===== src/rtl/bwds_pkg.sv =====
`timescale 1ns / 1ps
// ----------------------------------------------------------------------------
// bwds_pkg
// Shared types and codes of the burn wire deploy sequencer: phase and event
// codes, register indexes, configuration and request/result records.
// ----------------------------------------------------------------------------
package bwds_pkg;

  localparam int CFG_AW = 5;
  localparam int CFG_DW = 32;
  localparam int IN_TW  = 8;
  localparam int OUT_TW = 16;

  typedef enum logic [2:0] {
    PH_BOOT  = 3'd0,
    PH_WAIT  = 3'd1,
    PH_IDLE  = 3'd2,
    PH_HEAT  = 3'd3,
    PH_COOL  = 3'd4,
    PH_RETRY = 3'd5,
    PH_OPER  = 3'd6,
    PH_FAIL  = 3'd7
  } phase_t;

  typedef enum logic [2:0] {
    EV_NONE     = 3'd0,
    EV_HEAT     = 3'd1,
    EV_COOL     = 3'd2,
    EV_DEPLOYED = 3'd3,
    EV_RETRY    = 3'd4,
    EV_GAVEUP   = 3'd5
  } event_t;

  localparam logic [2:0] REG_WAIT_BEFORE_DEPLOY = 3'd0;
  localparam logic [2:0] REG_HEAT_TIME          = 3'd1;
  localparam logic [2:0] REG_COOL_TIME          = 3'd2;
  localparam logic [2:0] REG_RETRY_WAIT_TIME    = 3'd3;
  localparam logic [2:0] REG_MAX_ATTEMPTS       = 3'd4;

  localparam logic [31:0] RST_WAIT_BEFORE_DEPLOY = 32'd1800000;
  localparam logic [23:0] RST_HEAT_TIME          = 24'd30000;
  localparam logic [23:0] RST_COOL_TIME          = 24'd60000;
  localparam logic [23:0] RST_RETRY_WAIT_TIME    = 24'd300000;
  localparam logic [3:0]  RST_MAX_ATTEMPTS       = 4'd3;

  typedef struct packed {
    logic [31:0] wait_before_deploy;
    logic [23:0] heat_time;
    logic [23:0] cool_time;
    logic [23:0] retry_wait_time;
    logic [3:0]  max_attempts;
  } cfg_t;

  typedef struct packed {
    logic force_operational;
    logic switch_pressed;
  } req_t;

  typedef struct packed {
    logic [3:0] failed_attempts;
    event_t     event_res;
    phase_t     phase;
    logic       deployed;
    logic       heater_on;
  } res_t;

endpackage


===== src/rtl/bwds_cfg.sv =====
`timescale 1ns / 1ps
// ----------------------------------------------------------------------------
// bwds_cfg
// Register bank for the phase limits, written and read over the APB port.
// ----------------------------------------------------------------------------
module bwds_cfg (
  input  logic                          clk,
  input  logic                          rst,
  input  logic                          psel,
  input  logic                          penable,
  input  logic                          pwrite,
  input  logic [bwds_pkg::CFG_AW-1:0]   paddr,
  input  logic [bwds_pkg::CFG_DW-1:0]   pwdata,
  output logic [bwds_pkg::CFG_DW-1:0]   prdata,
  output logic                          pready,
  output bwds_pkg::cfg_t                cfg
);
  import bwds_pkg::*;

  logic       wr_en;
  logic [2:0] idx;

  assign pready = 1'b1;
  assign wr_en  = psel & penable & pwrite;
  assign idx    = paddr[4:2];

  always_ff @(posedge clk) begin
    if (rst) begin
      cfg.wait_before_deploy <= RST_WAIT_BEFORE_DEPLOY;
      cfg.heat_time          <= RST_HEAT_TIME;
      cfg.cool_time          <= RST_COOL_TIME;
      cfg.retry_wait_time    <= RST_RETRY_WAIT_TIME;
      cfg.max_attempts       <= RST_MAX_ATTEMPTS;
    end else if (wr_en) begin
      case (idx)
        REG_WAIT_BEFORE_DEPLOY: cfg.wait_before_deploy <= pwdata;
        REG_HEAT_TIME:          cfg.heat_time          <= pwdata[23:0];
        REG_COOL_TIME:          cfg.cool_time          <= pwdata[23:0];
        REG_RETRY_WAIT_TIME:    cfg.retry_wait_time    <= pwdata[23:0];
        REG_MAX_ATTEMPTS:       cfg.max_attempts       <= pwdata[3:0];
        default: begin
        end
      endcase
    end
  end

  always_comb begin
    case (idx)
      REG_WAIT_BEFORE_DEPLOY: prdata = cfg.wait_before_deploy;
      REG_HEAT_TIME:          prdata = {8'd0, cfg.heat_time};
      REG_COOL_TIME:          prdata = {8'd0, cfg.cool_time};
      REG_RETRY_WAIT_TIME:    prdata = {8'd0, cfg.retry_wait_time};
      REG_MAX_ATTEMPTS:       prdata = {28'd0, cfg.max_attempts};
      default:                prdata = '0;
    endcase
  end

endmodule


===== src/rtl/bwds_core.sv =====
`timescale 1ns / 1ps
// ----------------------------------------------------------------------------
// bwds_core
// Input register, phase state and next-state logic, and result register.
// One request per cycle is evaluated against the phase state unless stalled.
// ----------------------------------------------------------------------------
module bwds_core (
  input  logic           clk,
  input  logic           rst,
  input  bwds_pkg::cfg_t cfg,
  input  logic           in_valid,
  output logic           in_ready,
  input  bwds_pkg::req_t in_item,
  output logic           out_valid,
  input  logic           out_ready,
  output bwds_pkg::res_t out_item
);
  import bwds_pkg::*;

  logic        in_full;
  req_t        req;
  logic        adv;

  phase_t      phase_reg;
  logic [31:0] phase_ticks;
  logic [3:0]  attempt_count;
  logic        deployed_flag;
  logic        heater_reg;

  phase_t      phase_next;
  logic [31:0] phase_ticks_next;
  logic [3:0]  attempt_count_next;
  logic        deployed_flag_next;
  logic        heater_reg_next;
  event_t      ev;

  logic [31:0] el;
  logic [3:0]  att_inc;

  assign adv      = in_full & (~out_valid | out_ready);
  assign in_ready = ~in_full | adv;

  assign el      = (phase_ticks == '1) ? phase_ticks : phase_ticks + 32'd1;
  assign att_inc = (attempt_count == '1) ? attempt_count : attempt_count + 4'd1;

  always_comb begin
    phase_next         = phase_reg;
    phase_ticks_next   = el;
    attempt_count_next = attempt_count;
    deployed_flag_next = deployed_flag;
    heater_reg_next    = heater_reg;
    ev                 = EV_NONE;
    if (req.force_operational) begin
      heater_reg_next    = 1'b0;
      deployed_flag_next = 1'b1;
      phase_next         = PH_OPER;
      phase_ticks_next   = '0;
    end else begin
      case (phase_reg)
        PH_BOOT: begin
          phase_next       = PH_WAIT;
          phase_ticks_next = '0;
        end
        PH_WAIT: begin
          if (el >= cfg.wait_before_deploy) begin
            phase_next       = PH_IDLE;
            phase_ticks_next = '0;
          end
        end
        PH_IDLE: begin
          phase_ticks_next = '0;
          if (req.switch_pressed) begin
            heater_reg_next = 1'b1;
            phase_next      = PH_HEAT;
            ev              = EV_HEAT;
          end else begin
            heater_reg_next    = 1'b0;
            deployed_flag_next = 1'b1;
            phase_next         = PH_OPER;
            ev                 = EV_DEPLOYED;
          end
        end
        PH_HEAT: begin
          if (el >= {8'd0, cfg.heat_time}) begin
            heater_reg_next  = 1'b0;
            phase_next       = PH_COOL;
            phase_ticks_next = '0;
            ev               = EV_COOL;
          end
          // release wins over timeout
          if (!req.switch_pressed) begin
            heater_reg_next    = 1'b0;
            deployed_flag_next = 1'b1;
            phase_next         = PH_OPER;
            phase_ticks_next   = '0;
            ev                 = EV_DEPLOYED;
          end
        end
        PH_COOL: begin
          if (el >= {8'd0, cfg.cool_time}) begin
            phase_ticks_next = '0;
            if (!req.switch_pressed) begin
              heater_reg_next    = 1'b0;
              deployed_flag_next = 1'b1;
              phase_next         = PH_OPER;
              ev                 = EV_DEPLOYED;
            end else begin
              attempt_count_next = att_inc;
              if (att_inc >= cfg.max_attempts) begin
                phase_next = PH_FAIL;
                ev         = EV_GAVEUP;
              end else begin
                phase_next = PH_RETRY;
                ev         = EV_RETRY;
              end
            end
          end
        end
        PH_RETRY: begin
          if (el >= {8'd0, cfg.retry_wait_time}) begin
            phase_next       = PH_IDLE;
            phase_ticks_next = '0;
          end
          if (!req.switch_pressed) begin
            heater_reg_next    = 1'b0;
            deployed_flag_next = 1'b1;
            phase_next         = PH_OPER;
            phase_ticks_next   = '0;
            ev                 = EV_DEPLOYED;
          end
        end
        default: begin
        end
      endcase
    end
  end

  always_ff @(posedge clk) begin
    if (rst) begin
      in_full       <= 1'b0;
      out_valid     <= 1'b0;
      phase_reg     <= PH_BOOT;
      phase_ticks   <= '0;
      attempt_count <= '0;
      deployed_flag <= 1'b0;
      heater_reg    <= 1'b0;
    end else begin
      if (in_valid && in_ready) begin
        in_full <= 1'b1;
      end else if (adv) begin
        in_full <= 1'b0;
      end
      if (adv) begin
        out_valid     <= 1'b1;
        phase_reg     <= phase_next;
        phase_ticks   <= phase_ticks_next;
        attempt_count <= attempt_count_next;
        deployed_flag <= deployed_flag_next;
        heater_reg    <= heater_reg_next;
      end else if (out_ready) begin
        out_valid <= 1'b0;
      end
    end
  end

  always_ff @(posedge clk) begin
    if (in_valid && in_ready) begin
      req <= in_item;
    end
    if (adv) begin
      out_item.heater_on       <= heater_reg_next;
      out_item.deployed        <= deployed_flag_next;
      out_item.phase           <= phase_next;
      out_item.event_res       <= ev;
      out_item.failed_attempts <= attempt_count_next;
    end
  end

`ifndef NO_ASSERTIONS
  a_heater_only_heat: assert property (@(posedge clk) disable iff (rst)
    heater_reg |-> phase_reg == PH_HEAT)
    else $error("heater on outside heat phase");

  a_deployed_oper: assert property (@(posedge clk) disable iff (rst)
    deployed_flag |-> phase_reg == PH_OPER)
    else $error("deployed flag outside operational phase");

  a_attempts_monotonic: assert property (@(posedge clk) disable iff (rst)
    1'b1 |=> attempt_count >= $past(attempt_count))
    else $error("attempt count decreased");

  a_ticks_cleared: assert property (@(posedge clk) disable iff (rst)
    adv && (phase_next != phase_reg) |=> phase_ticks == '0)
    else $error("phase ticks not cleared on phase change");

  a_state_holds_idle: assert property (@(posedge clk) disable iff (rst)
    !adv |=> $stable(phase_reg) && $stable(attempt_count))
    else $error("state moved without a request");
`endif

endmodule


===== src/rtl/burn_wire_deploy_sequencer_unit.sv =====
`timescale 1ns / 1ps
// ----------------------------------------------------------------------------
// burn_wire_deploy_sequencer_unit
// Burn wire antenna deploy sequencer: one request per millisecond tick,
// one result per request with heater drive, phase and event.
//
//   channel  dir  handshake          payload
//   s_*      in   s_tvalid/s_tready  tick request (switch, force)
//   m_*      out  m_tvalid/m_tready  result (heater, deployed, phase, ...)
//   apb      in   psel/penable       phase limit registers, always ready
//
// a request is accepted into the input register, then its result is
// registered; one request per cycle is sustained while results are taken
// the phase state is updated in the same cycle the result is registered
// a stalled result holds and the input register still takes one request
// rst is synchronous and restores boot phase and register reset values
// ----------------------------------------------------------------------------
module burn_wire_deploy_sequencer_unit (
  input  logic                          clk,
  input  logic                          rst,
  input  logic                          s_tvalid,
  output logic                          s_tready,
  // [0] switch_pressed, [1] force_operational, [7:2] zero
  input  logic [bwds_pkg::IN_TW-1:0]    s_tdata,
  output logic                          m_tvalid,
  input  logic                          m_tready,
  // [0] heater_on, [1] deployed, [4:2] phase, [7:5] event_res,
  // [11:8] failed_attempts, [15:12] zero
  output logic [bwds_pkg::OUT_TW-1:0]   m_tdata,
  input  logic                          psel,
  input  logic                          penable,
  input  logic                          pwrite,
  input  logic [bwds_pkg::CFG_AW-1:0]   paddr,
  input  logic [bwds_pkg::CFG_DW-1:0]   pwdata,
  output logic [bwds_pkg::CFG_DW-1:0]   prdata,
  output logic                          pready
);
  import bwds_pkg::*;

  cfg_t cfg;
  req_t in_item;
  res_t out_item;

  assign in_item.switch_pressed    = s_tdata[0];
  assign in_item.force_operational = s_tdata[1];

  assign m_tdata = {4'd0, out_item.failed_attempts, out_item.event_res,
                    out_item.phase, out_item.deployed, out_item.heater_on};

  bwds_cfg u_cfg (
    .clk     (clk),
    .rst     (rst),
    .psel    (psel),
    .penable (penable),
    .pwrite  (pwrite),
    .paddr   (paddr),
    .pwdata  (pwdata),
    .prdata  (prdata),
    .pready  (pready),
    .cfg     (cfg)
  );

  bwds_core u_core (
    .clk       (clk),
    .rst       (rst),
    .cfg       (cfg),
    .in_valid  (s_tvalid),
    .in_ready  (s_tready),
    .in_item   (in_item),
    .out_valid (m_tvalid),
    .out_ready (m_tready),
    .out_item  (out_item)
  );

endmodule


===== config.mk =====
export PLATFORM = sky130hd
export DESIGN_NAME = burn_wire_deploy_sequencer_unit
export DESIGN_NICKNAME = d
export VERILOG_FILES = /design/src/rtl/bwds_pkg.sv /design/src/rtl/bwds_cfg.sv /design/src/rtl/bwds_core.sv /design/src/rtl/burn_wire_deploy_sequencer_unit.sv
export SDC_FILE = /design/constraint.sdc
export NUM_CORES = 1
export LEC_CHECK = 0
export BUFFER_PORTS_ARGS = -buffer_cell sky130_fd_sc_hd__buf_2
export CAP_MARGIN = 20
export CORE_MARGIN = 1.5
export CORE_UTILIZATION = 54
export CTS_CLUSTER_DIAMETER = 80
export DETAILED_ROUTE_END_ITERATION = 10
export PLACE_DENSITY_LB_ADDON = 0.3
export SLEW_MARGIN = 20
export SYNTH_ARGS = -nofsm -noshare
export SYNTH_HDL_FRONTEND = slang
export SYNTH_SLANG_ARGS = --single-unit

===== constraint.sdc =====
create_clock -name clk -period 4.3 [get_ports clk]
set_input_delay 0.215 -clock clk [delete_from_list [all_inputs] [get_ports clk]]
set_output_delay 0.215 -clock clk [all_outputs]
set_load 0.01 [all_outputs]

==> impl_results.html, run 1 <==
<table>
<tr><th>Metric</th><th>Value</th></tr>
<tr><th colspan="2">Timing</th></tr>
<tr><td>Final worst path period share</td><td>1.13</td></tr>
<tr><td>Worst slew margin</td><td>0.254</td></tr>
<tr><td>RSZ-0062 raised after global routing</td><td>true</td></tr>
<tr><td>Transition at the pin with the smallest max-transition slack</td><td>~1100 ps</td></tr>
<tr><td>Final clock skew</td><td>11.5 ps</td></tr>
<tr><td>Number of max-slew violations in the final report</td><td>0</td></tr>
<tr><td>Setup-violating endpoint count in the final report</td><td>between 50 and 60</td></tr>
<tr><td>Total count of hold-check failures in the final report</td><td>0</td></tr>
<tr><td>Period minus WS final</td><td>slightly below 5000 ps</td></tr>
<tr><td>Hold_ws</td><td>around 5.8 ps</td></tr>
<tr><td>F_max</td><td>206 MHz</td></tr>
<tr><td>Final setup slack of the worst path</td><td>-544 ps</td></tr>
<tr><th colspan="2">Clock network</th></tr>
<tr><td>CTS tree</td><td>done</td></tr>
<tr><td>Number of buffers added by the clock tree synthesis step</td><td>17</td></tr>
<tr><td>Number of H-tree levels</td><td>4</td></tr>
<tr><td>Clock transition at the registers of the reported paths</td><td>roughly 70 ps</td></tr>
<tr><td>Maximum buffer depth of the clock tree</td><td>2</td></tr>
<tr><td>Clock tree root buffer cell</td><td>clkbuf_16</td></tr>
<tr><td>Worst skew pair latency</td><td>approximately 450 ps</td></tr>
<tr><td>CTS sink cnt</td><td>165</td></tr>
<tr><th colspan="2">Placed design</th></tr>
<tr><td>Cells after DPL</td><td>roughly 1700</td></tr>
<tr><td>Placement Setup Slack</td><td>-439 ps</td></tr>
<tr><td>Post-DP HPWL</td><td>between 20 and 25 mm</td></tr>
<tr><td>Count of buffers from port buffering</td><td>89</td></tr>
<tr><td>Placer's final routability congestion estimate</td><td>0.938</td></tr>
<tr><th colspan="2">Critical path</th></tr>
<tr><td>Top cell by count, worst path</td><td>buf_4</td></tr>
<tr><td>Worst Setup End Kind</td><td>flop</td></tr>
<tr><td>Worst path slowest cell</td><td>or4_4</td></tr>
<tr><td>Ordered cell list for the critical path</td><td>nand4_1 &gt; or4_4 &gt; nor4_4 &gt; buf_4 &gt; buf_6 &gt; nor4_2 &gt; and4_1 &gt; nand2b_1 &gt; nand2_2 &gt; buf_6 &gt; ha_4 &gt; nand4_1 &gt; nor3_2 &gt; buf_4 &gt; buf_4 &gt; nand2_2 &gt; nand4_1 &gt; o21bai_4 &gt; nand3_2 &gt; a222oi_1 &gt; buf_4 &gt; nor2_4 &gt; clkbuf_16 &gt; a22o_1</td></tr>
<tr><td>Worst R2R Path Depth</td><td>24</td></tr>
<tr><td>Data required time at the worst endpoint</td><td>4630 ps</td></tr>
<tr><td>Startpoint-to-endpoint class of the critical path</td><td>reg2reg</td></tr>
<tr><td>Minimum setup slack among reg-to-reg paths</td><td>-540 ps</td></tr>
<tr><td>WP data arrival</td><td>5180 ps</td></tr>
<tr><td>Max stage delay on crit path</td><td>approximately 580 ps</td></tr>
<tr><td>Top fanout value on the critical path</td><td>8</td></tr>
<tr><td>Critical path startpoint category</td><td>flop</td></tr>
<tr><th colspan="2">Floorplanning</th></tr>
<tr><td>Vertical die dimension</td><td>about 140 um</td></tr>
<tr><td>Site Rows</td><td>50</td></tr>
<tr><td># IOs</td><td>between 100 and 150</td></tr>
<tr><td>Area inside the core boundary</td><td>between 0.015 and 0.02 sq mm</td></tr>
<tr><td>Horizontal die dimension</td><td>141 um</td></tr>
<tr><td>Initial Utilization</td><td>0.552</td></tr>
<tr><td>DIE AREA</td><td>~0.020 sq mm</td></tr>
<tr><th colspan="2">Layout</th></tr>
<tr><td>Count of antenna diodes in the layout</td><td>0</td></tr>
<tr><td>Reg with most FFs</td><td>u_cfg.cfg</td></tr>
<tr><td>Final instance count without filler cells</td><td>between 1500 and 2000</td></tr>
<tr><td>Largest registers</td><td>u_cfg.cfg: 108 flops, u_core.phase_ticks: 32 flops, u_core.out_item: 12 flops</td></tr>
<tr><td>Total number of nets in the final design</td><td>between 1500 and 2000</td></tr>
<tr><td>Syn-to-layout area delta</td><td>34.2%</td></tr>
<tr><td>Max FFs per register</td><td>roughly 110</td></tr>
<tr><td>Count of fill cells added during filler insertion</td><td>~1200</td></tr>
<tr><td>Fraction of layout instances using a drive strength above 1</td><td>0.298</td></tr>
<tr><th colspan="2">Synth</th></tr>
<tr><td>Synth warn</td><td>0</td></tr>
<tr><td>Part of the Yosys area used for sequential elements</td><td>0.333</td></tr>
<tr><td>Avg Cell Area, Syn</td><td>7.95 sq um</td></tr>
<tr><td>Share of async-settable or async-resettable flops after synthesis</td><td>0</td></tr>
<tr><td>Post-synth cell types</td><td>69</td></tr>
<tr><td>Flops &amp; latches, synth</td><td>about 170</td></tr>
<tr><td>Netlist area before placement</td><td>roughly 0.010 sq mm</td></tr>
<tr><td>Commonest register cell after synthesis</td><td>dfxtp_1</td></tr>
<tr><td>Post-Syn Instances</td><td>around 1300</td></tr>
<tr><td>Number of enable flip-flop cells after synthesis</td><td>14</td></tr>
<tr><th colspan="2">Detailed routing</th></tr>
<tr><td>Total wire length</td><td>between 30 and 40 mm</td></tr>
<tr><td>Pre-antenna DRT Iters</td><td>8</td></tr>
<tr><td>First-iteration detailed-routing DRC count</td><td>approximately 1400</td></tr>
<tr><td>Number of routed nets with antenna violations</td><td>0</td></tr>
<tr><td>Post-DR wirelength/cell</td><td>roughly 22 um</td></tr>
<tr><td>Residual DRC count</td><td>0</td></tr>
<tr><td>Vias per cell</td><td>around 6.4</td></tr>
<tr><td>Total number of vias</td><td>about 11000</td></tr>
<tr><th colspan="2">Global routing</th></tr>
<tr><td>First-pass GRT wire length</td><td>53.1 mm</td></tr>
<tr><td>Met1 track demand over resource</td><td>0.436</td></tr>
<tr><td>Pin count of the biggest net entering global routing</td><td>between 90 and 100</td></tr>
<tr><td>Overall routing resource usage</td><td>0.340</td></tr>
<tr><td>Met2 Usage GRT</td><td>0.564</td></tr>
<tr><td>Initial antenna violation count</td><td>1</td></tr>
<tr><td>GRT overflow</td><td>0</td></tr>
<tr><td>GR Util met3</td><td>0.0597</td></tr>
<tr><td>Via count of the first global-routing pass</td><td>~10000</td></tr>
<tr><td>Routing layer with the top usage in global route</td><td>met2</td></tr>
<tr><th colspan="2">Pwr</th></tr>
<tr><td>Cell Pwr Density</td><td>245 mW/mm^2</td></tr>
<tr><td>Maximum VDD drop</td><td>between 0.2 and 0.3 mV</td></tr>
<tr><td>Reported leakage power</td><td>slightly above 6 nW</td></tr>
<tr><th colspan="2">Status</th></tr>
<tr><td>Result of the run</td><td>complete, but fails checks</td></tr>
<tr><td>Violations in the final reports</td><td>negative setup slack</td></tr>
<tr><th colspan="2">Min path</th></tr>
<tr><td>Worst min-delay path category</td><td>in2reg</td></tr>
<tr><td>Number of cells traversed by the worst hold path</td><td>3</td></tr>
<tr><th colspan="2">Run</th></tr>
<tr><td>Maximum Capacitance Violations</td><td>0</td></tr>
</table>
## synth_stat cells (18+ instances only)
library cell	instances	area, sq um
nand2_1	243	912
dfxtp_1	151	3020
inv_1	114	428
a21oi_1	113	566
ha_1	110	1380
nor2_1	77	289
clkbuf_1	54	203
a22oi_1	40	300
a211o_1	37	324
o21ai_0	30	150
nand3_1	28	140
nor3_1	22	110
xor2_1	19	166
a22o_1	18	158
and2_1	18	113
## stage by stage
| step | TNS [ps] | instance area, sq um | power [mW] | utilization |
|---|---|---|---|---|
| 3_5_place_dp | -17070 | 11900 | 1.89 | 0.634 |
| 5_1_grt | -24750 | 13900 | 3.48 | 0.741 |
| 6_report | -21200 | 13900 | 3.40 | 0.741 |
| 2_1_floorplan | 0 | 10400 | 1.77 | - |
| 3_3_place_gp | -6990 | 11900 | 1.88 | 0.634 |
| 4_1_cts | -3920 | 13200 | 3.34 | 0.707 |
## path summary, 6_finish.rpt
path,from,to
max,u_core.phase_ticks[6]$_SDFFE_PP0P_,u_core.phase_ticks[1]$_SDFFE_PP0P_
min,s_tvalid,u_core.in_full$_SDFFE_PP0P_
max reg2reg,u_core.phase_ticks[6]$_SDFFE_PP0P_,u_core.phase_ticks[1]$_SDFFE_PP0P_
min reg2reg,u_cfg.cfg[102]$_SDFFE_PP0P_,u_cfg.cfg[102]$_SDFFE_PP0P_
## where the power goes
| part | switching, mW | internal (mW) | total [mW] |
|---|---|---|---|
| logic | 0.206 | 0.121 | 0.327 |
| registers | 0.0259 | 1.57 | 1.60 |
| clock network | 0.721 | 0.752 | 1.47 |
| total | 0.952 | 2.44 | 3.40 |
## kinds of logic (layout without fill, tap and decap cells)
| kind of cell | count (synthesis) | after routing | share of synthesized area |
|---|---|---|---|
| adders and majority gates | 110 | 110 | 0.133 |
| DFF | 165 | 165 | 0.333 |
| and+or+nand+nor | 476 | 476 | 0.216 |
| xor gates and xnor gates | 32 | 32 | 0.0271 |
| AOI/OAI and AO/OA | 319 | 319 | 0.207 |
| other | 2 | 5 | 0.000727 |
| muxes | 13 | 13 | 0.0133 |
| buffers and inverters | 182 | 416 | 0.0696 |
## what timing repair did
| action | CTS | global route |
|---|---|---|
| endpoints found under the hold margin | 2 | 0 |
| gates cloned | 0 | 1 |
| setup endpoints to repair | 53 | 53 |
| gates resized for setup | 126 | 76 |
| pin swaps | 54 | 78 |
| setup buffers | 28 | 27 |
| hold buffers | 2 | 0 |
## worst max-delay path, delay by kind of cell, from the launching register on
| family | cells | cell delay (ps) |
|---|---|---|
| adders and majority gates | 1 | 250 |
| and+or+nand+nor | 13 | 2210 |
| buffers and inverters | 7 | 1130 |
| DFF | 1 | 350 |
| AOI/OAI and AO/OA | 3 | 760 |
## layout make-up
type                            count  area, sq um  area share
Tap cell                          234          293      0.0211
Inverter                          114          428      0.0309
Timing Repair Buffer              270         1940       0.140
Sequential cell                   165         3450       0.249
Clock buffer                       17          425      0.0307
Multi-Input combinational cell    955         7210       0.520
Clock inverter                     15          123     0.00884
## routing by layer
layer | up-vias | routed length (um)
met5 | - | 0
met4 | 0 | 2270
met3 | 219 | 3900
met2 | 781 | 17600
met1 | 5374 | 14300
li1 | 4975 | -
## placed cells by master (no fill, tap or decap), drive strengths merged, types with 16 or more instances in the layout
cell type / synthesis / layout
nand2: 243 / 243
a21oi: 113 / 113
buf: 14 / 267
inv: 114 / 120
a21o: 16 / 16
nor3: 24 / 24
dfxtp: 151 / 151
nor2: 78 / 78
ha: 110 / 110
a22oi: 40 / 40
nand3: 28 / 28
xor2: 19 / 19
and2: 20 / 20
a211o: 37 / 37
clkbuf: 54 / 18
a211oi: 16 / 16
a22o: 18 / 18
o21ai: 33 / 33
No activity file was read; power rests on OpenSTA's default activity.
==> run 2, diff against run 1 <==
--- a/config.mk
+++ b/config.mk
@@ -12,6 +12,7 @@
 export CTS_CLUSTER_DIAMETER = 80
 export DETAILED_ROUTE_END_ITERATION = 10
 export PLACE_DENSITY_LB_ADDON = 0.3
+export SETUP_SLACK_MARGIN = 0.5
 export SLEW_MARGIN = 20
 export SYNTH_ARGS = -nofsm -noshare
 export SYNTH_HDL_FRONTEND = slang
==> run 2 against run 1 <==
Against the previous run: the run still ends with negative setup slack left; non-clock buffer count down 32; setup slack better by 240 ps; sequential share of layout area up 1.4 points; die area unchanged; hold slack better by 3.3 ps; cell count down 1.8%; power down 0.28%; maximum frequency up 5.1%; clock power about the same; utilization down 3.9 points; combinational power down 5%; routed wire length down 14%; critical endpoint is now u_core.phase_ticks[21]$_SDFFE_PP0P_; largest power group unchanged.
==> impl_results.html, run 2 (same netlist as run 1, synthesis figures left out) <==
<table>
<tr><th>Metric</th><th>Value</th></tr>
<tr><th colspan="2">Timing</th></tr>
<tr><td>F_max</td><td>approximately 220 MHz</td></tr>
<tr><td>RSZ-0062 raised after global routing</td><td>true</td></tr>
<tr><td>Final setup slack of the worst path</td><td>-308 ps</td></tr>
<tr><td>Transition at the pin with the smallest max-transition slack</td><td>about 1100 ps</td></tr>
<tr><td>Setup-violating endpoint count in the final report</td><td>45</td></tr>
<tr><td>Final clock skew</td><td>between 10 and 15 ps</td></tr>
<tr><td>Hold_ws</td><td>just over 9 ps</td></tr>
<tr><td>Number of max-slew violations in the final report</td><td>0</td></tr>
<tr><td>Final worst path period share</td><td>1.07</td></tr>
<tr><td>Worst slew margin</td><td>0.276</td></tr>
<tr><td>Period minus WS final</td><td>4610 ps</td></tr>
<tr><td>Total count of hold-check failures in the final report</td><td>0</td></tr>
<tr><th colspan="2">Clock network</th></tr>
<tr><td>Worst skew pair latency</td><td>roughly 440 ps</td></tr>
<tr><td>Maximum buffer depth of the clock tree</td><td>2</td></tr>
<tr><td>Clock tree root buffer cell</td><td>clkbuf_16</td></tr>
<tr><td>Number of H-tree levels</td><td>4</td></tr>
<tr><td>CTS tree</td><td>done</td></tr>
<tr><td>Clock transition at the registers of the reported paths</td><td>about 70 ps</td></tr>
<tr><td>Number of buffers added by the clock tree synthesis step</td><td>17</td></tr>
<tr><td>CTS sink cnt</td><td>about 170</td></tr>
<tr><th colspan="2">Placed design</th></tr>
<tr><td>Total cell area at the placement stage</td><td>roughly 0.012 sq mm</td></tr>
<tr><td>Post-DP HPWL</td><td>between 20 and 25 mm</td></tr>
<tr><td>Cells after DPL</td><td>1688</td></tr>
<tr><td>Count of buffers from port buffering</td><td>a little under 90</td></tr>
<tr><td>Placement Setup Slack</td><td>-252 ps</td></tr>
<tr><td>Placer's final routability congestion estimate</td><td>about 1.0</td></tr>
<tr><th colspan="2">Critical path</th></tr>
<tr><td>Worst path slowest cell</td><td>or4_4</td></tr>
<tr><td>Top fanout value on the critical path</td><td>5</td></tr>
<tr><td>Worst Setup End Kind</td><td>flop</td></tr>
<tr><td>Minimum setup slack among reg-to-reg paths</td><td>-310 ps</td></tr>
<tr><td>Startpoint-to-endpoint class of the critical path</td><td>reg2reg</td></tr>
<tr><td>Data required time at the worst endpoint</td><td>roughly 4600 ps</td></tr>
<tr><td>Max stage delay on crit path</td><td>590 ps</td></tr>
<tr><td>WP data arrival</td><td>~4900 ps</td></tr>
<tr><td>Critical path startpoint category</td><td>flop</td></tr>
<tr><td>Ordered cell list for the critical path</td><td>nand4_1 &gt; or4_4 &gt; buf_6 &gt; or4b_4 &gt; buf_6 &gt; or3_4 &gt; nand2_4 &gt; ha_4 &gt; nand4_1 &gt; or4_4 &gt; o211ai_1 &gt; nand2b_1 &gt; a222oi_1 &gt; buf_4 &gt; nor2_4 &gt; clkbuf_16 &gt; a22o_1</td></tr>
<tr><th colspan="2">Layout</th></tr>
<tr><td>Most frequent standard cell in the layout excluding fill and tap cells</td><td>nand2_1</td></tr>
<tr><td>Total number of nets in the final design</td><td>1653</td></tr>
<tr><td>Count of fill cells added during filler insertion</td><td>roughly 1400</td></tr>
<tr><td>Final instance count without filler cells</td><td>between 1500 and 2000</td></tr>
<tr><td>Fraction of layout instances using a drive strength above 1</td><td>0.251</td></tr>
<tr><td>Final instance area</td><td>between 0.01 and 0.015 sq mm</td></tr>
<tr><td>Syn-to-layout area delta</td><td>27.2%</td></tr>
<tr><td>Max FFs per register</td><td>between 100 and 150</td></tr>
<tr><td>Commonest non-fill, non-tap cells in the layout</td><td>nand2_1 (233), dfxtp_1 (145), buf_4 (132), inv_1 (114), a21oi_1 (108)</td></tr>
<tr><td>Largest registers</td><td>u_cfg.cfg: 108 flops, u_core.phase_ticks: 32 flops, u_core.out_item: 12 flops</td></tr>
<tr><td>Reg with most FFs</td><td>u_cfg.cfg</td></tr>
<tr><th colspan="2">Detailed routing</th></tr>
<tr><td>Pre-antenna DRT Iters</td><td>7</td></tr>
<tr><td>Total wire length</td><td>32.9 mm</td></tr>
<tr><td>Residual DRC count</td><td>0</td></tr>
<tr><td>First-iteration detailed-routing DRC count</td><td>just over 900</td></tr>
<tr><td>Vias per cell</td><td>~6.0</td></tr>
<tr><td>Post-DR wirelength/cell</td><td>approximately 19 um</td></tr>
<tr><td>Total number of vias</td><td>10404</td></tr>
<tr><td>Number of routed nets with antenna violations</td><td>0</td></tr>
<tr><th colspan="2">Floorplanning</th></tr>
<tr><td>Area inside the core boundary</td><td>0.0187 sq mm</td></tr>
<tr><td>Horizontal die dimension</td><td>141 um</td></tr>
<tr><td>DIE AREA</td><td>about 0.020 sq mm</td></tr>
<tr><td>Initial Utilization</td><td>0.552</td></tr>
<tr><td># IOs</td><td>a little over 100</td></tr>
<tr><td>Vertical die dimension</td><td>roughly 140 um</td></tr>
<tr><td>Site Rows</td><td>50</td></tr>
<tr><th colspan="2">Pwr</th></tr>
<tr><td>Cell Pwr Density</td><td>about 260 mW/mm^2</td></tr>
<tr><td>Reported leakage power</td><td>~5.9 nW</td></tr>
<tr><td>Final Power</td><td>3.39 mW</td></tr>
<tr><td>Maximum VDD drop</td><td>~0.30 mV</td></tr>
<tr><th colspan="2">Global routing</th></tr>
<tr><td>First-pass GRT wire length</td><td>just over 50 mm</td></tr>
<tr><td>GRT overflow</td><td>0</td></tr>
<tr><td>Pin count of the biggest net entering global routing</td><td>90</td></tr>
<tr><td>Via count of the first global-routing pass</td><td>between 9000 and 10000</td></tr>
<tr><td>Initial antenna violation count</td><td>1</td></tr>
<tr><td>Overall routing resource usage</td><td>0.324</td></tr>
<tr><th colspan="2">Min path</th></tr>
<tr><td>Worst min-delay path category</td><td>in2reg</td></tr>
<tr><th colspan="2">Status</th></tr>
<tr><td>Result of the run</td><td>complete, but fails checks</td></tr>
<tr><td>Violations in the final reports</td><td>negative setup slack</td></tr>
<tr><th colspan="2">Run</th></tr>
<tr><td>Maximum Capacitance Violations</td><td>0</td></tr>
</table>
run 2: final timing paths:
| check | to | cells after the start | startpoint |
|---|---|---|---|
| min | u_cfg.cfg[100]$_SDFFE_PP0P_ | 3 | pwdata[24] |
| max | u_core.phase_ticks[21]$_SDFFE_PP0P_ | 17 | u_core.phase_ticks[6]$_SDFFE_PP0P_ |
| max reg2reg | u_core.phase_ticks[21]$_SDFFE_PP0P_ | 17 | u_core.phase_ticks[6]$_SDFFE_PP0P_ |
| min reg2reg | u_cfg.cfg[54]$_SDFFE_PP0P_ | 2 | u_cfg.cfg[54]$_SDFFE_PP0P_ |
run 2: routing by layer:
metal / wire length, um / share of wire / vias to the layer above / GRT usage
li1: - / - / 4933 / -
met1: 13900 / 0.42 / 4901 / 0.423
met2: 15400 / 0.47 / 501 / 0.535
met3: 2790 / 0.085 / 69 / 0.0648
met4: 843 / 0.026 / 0 / 0.115
met5: 0 / 0 / - / 0
run 2: what timing repair did:
action | in CTS | in global routing
hold endpoints to repair | 3 | 0
pin swaps | 12 | 25
setup endpoints to repair | 53 | 53
hold buffers | 3 | 0
gates resized for setup | 42 | 46
buffers inserted | 8 | 5
cloned | 1 | 1
run 2: power breakdown:
group / total, mW / internal (mW) / leakage (nW) / switching (mW)
Clock: 1.48 / 0.797 / 0.264 / 0.686
Sequential: 1.59 / 1.57 / 1.35 / 0.0242
Combinational: 0.310 / 0.121 / 4.28 / 0.189
Total: 3.39 / 2.49 / 5.90 / 0.899
run 2: layout make-up:
cell class              instances  area, sq um  area share
diodes                          1         2.50    0.000190
clock buffers                  20          468      0.0356
clock inverters                12         93.8     0.00714
inverters                     114          428      0.0326
multi-input cells             955         6710       0.511
flip-flops and latches        165         3460       0.263
well taps                     234          293      0.0223
repair buffers                238         1690       0.128
run 2: critical path, delay by kind of cell, from the launching register on:
family | cells | cell delay (ps)
buffers and inverters | 4 | 680
DFF | 1 | 340
and+or+nand+nor | 9 | 2560
adders and majority gates | 1 | 130
AOI/OAI and AO/OA | 3 | 790
run 2: metrics by stage:
step,TNS [ps],util
final,-9880,0.703
after detailed placement,-8200,0.641
after global placement,-3550,0.641
after floorplan,0,-
after global routing,-17320,0.703
after CTS,-3610,0.687
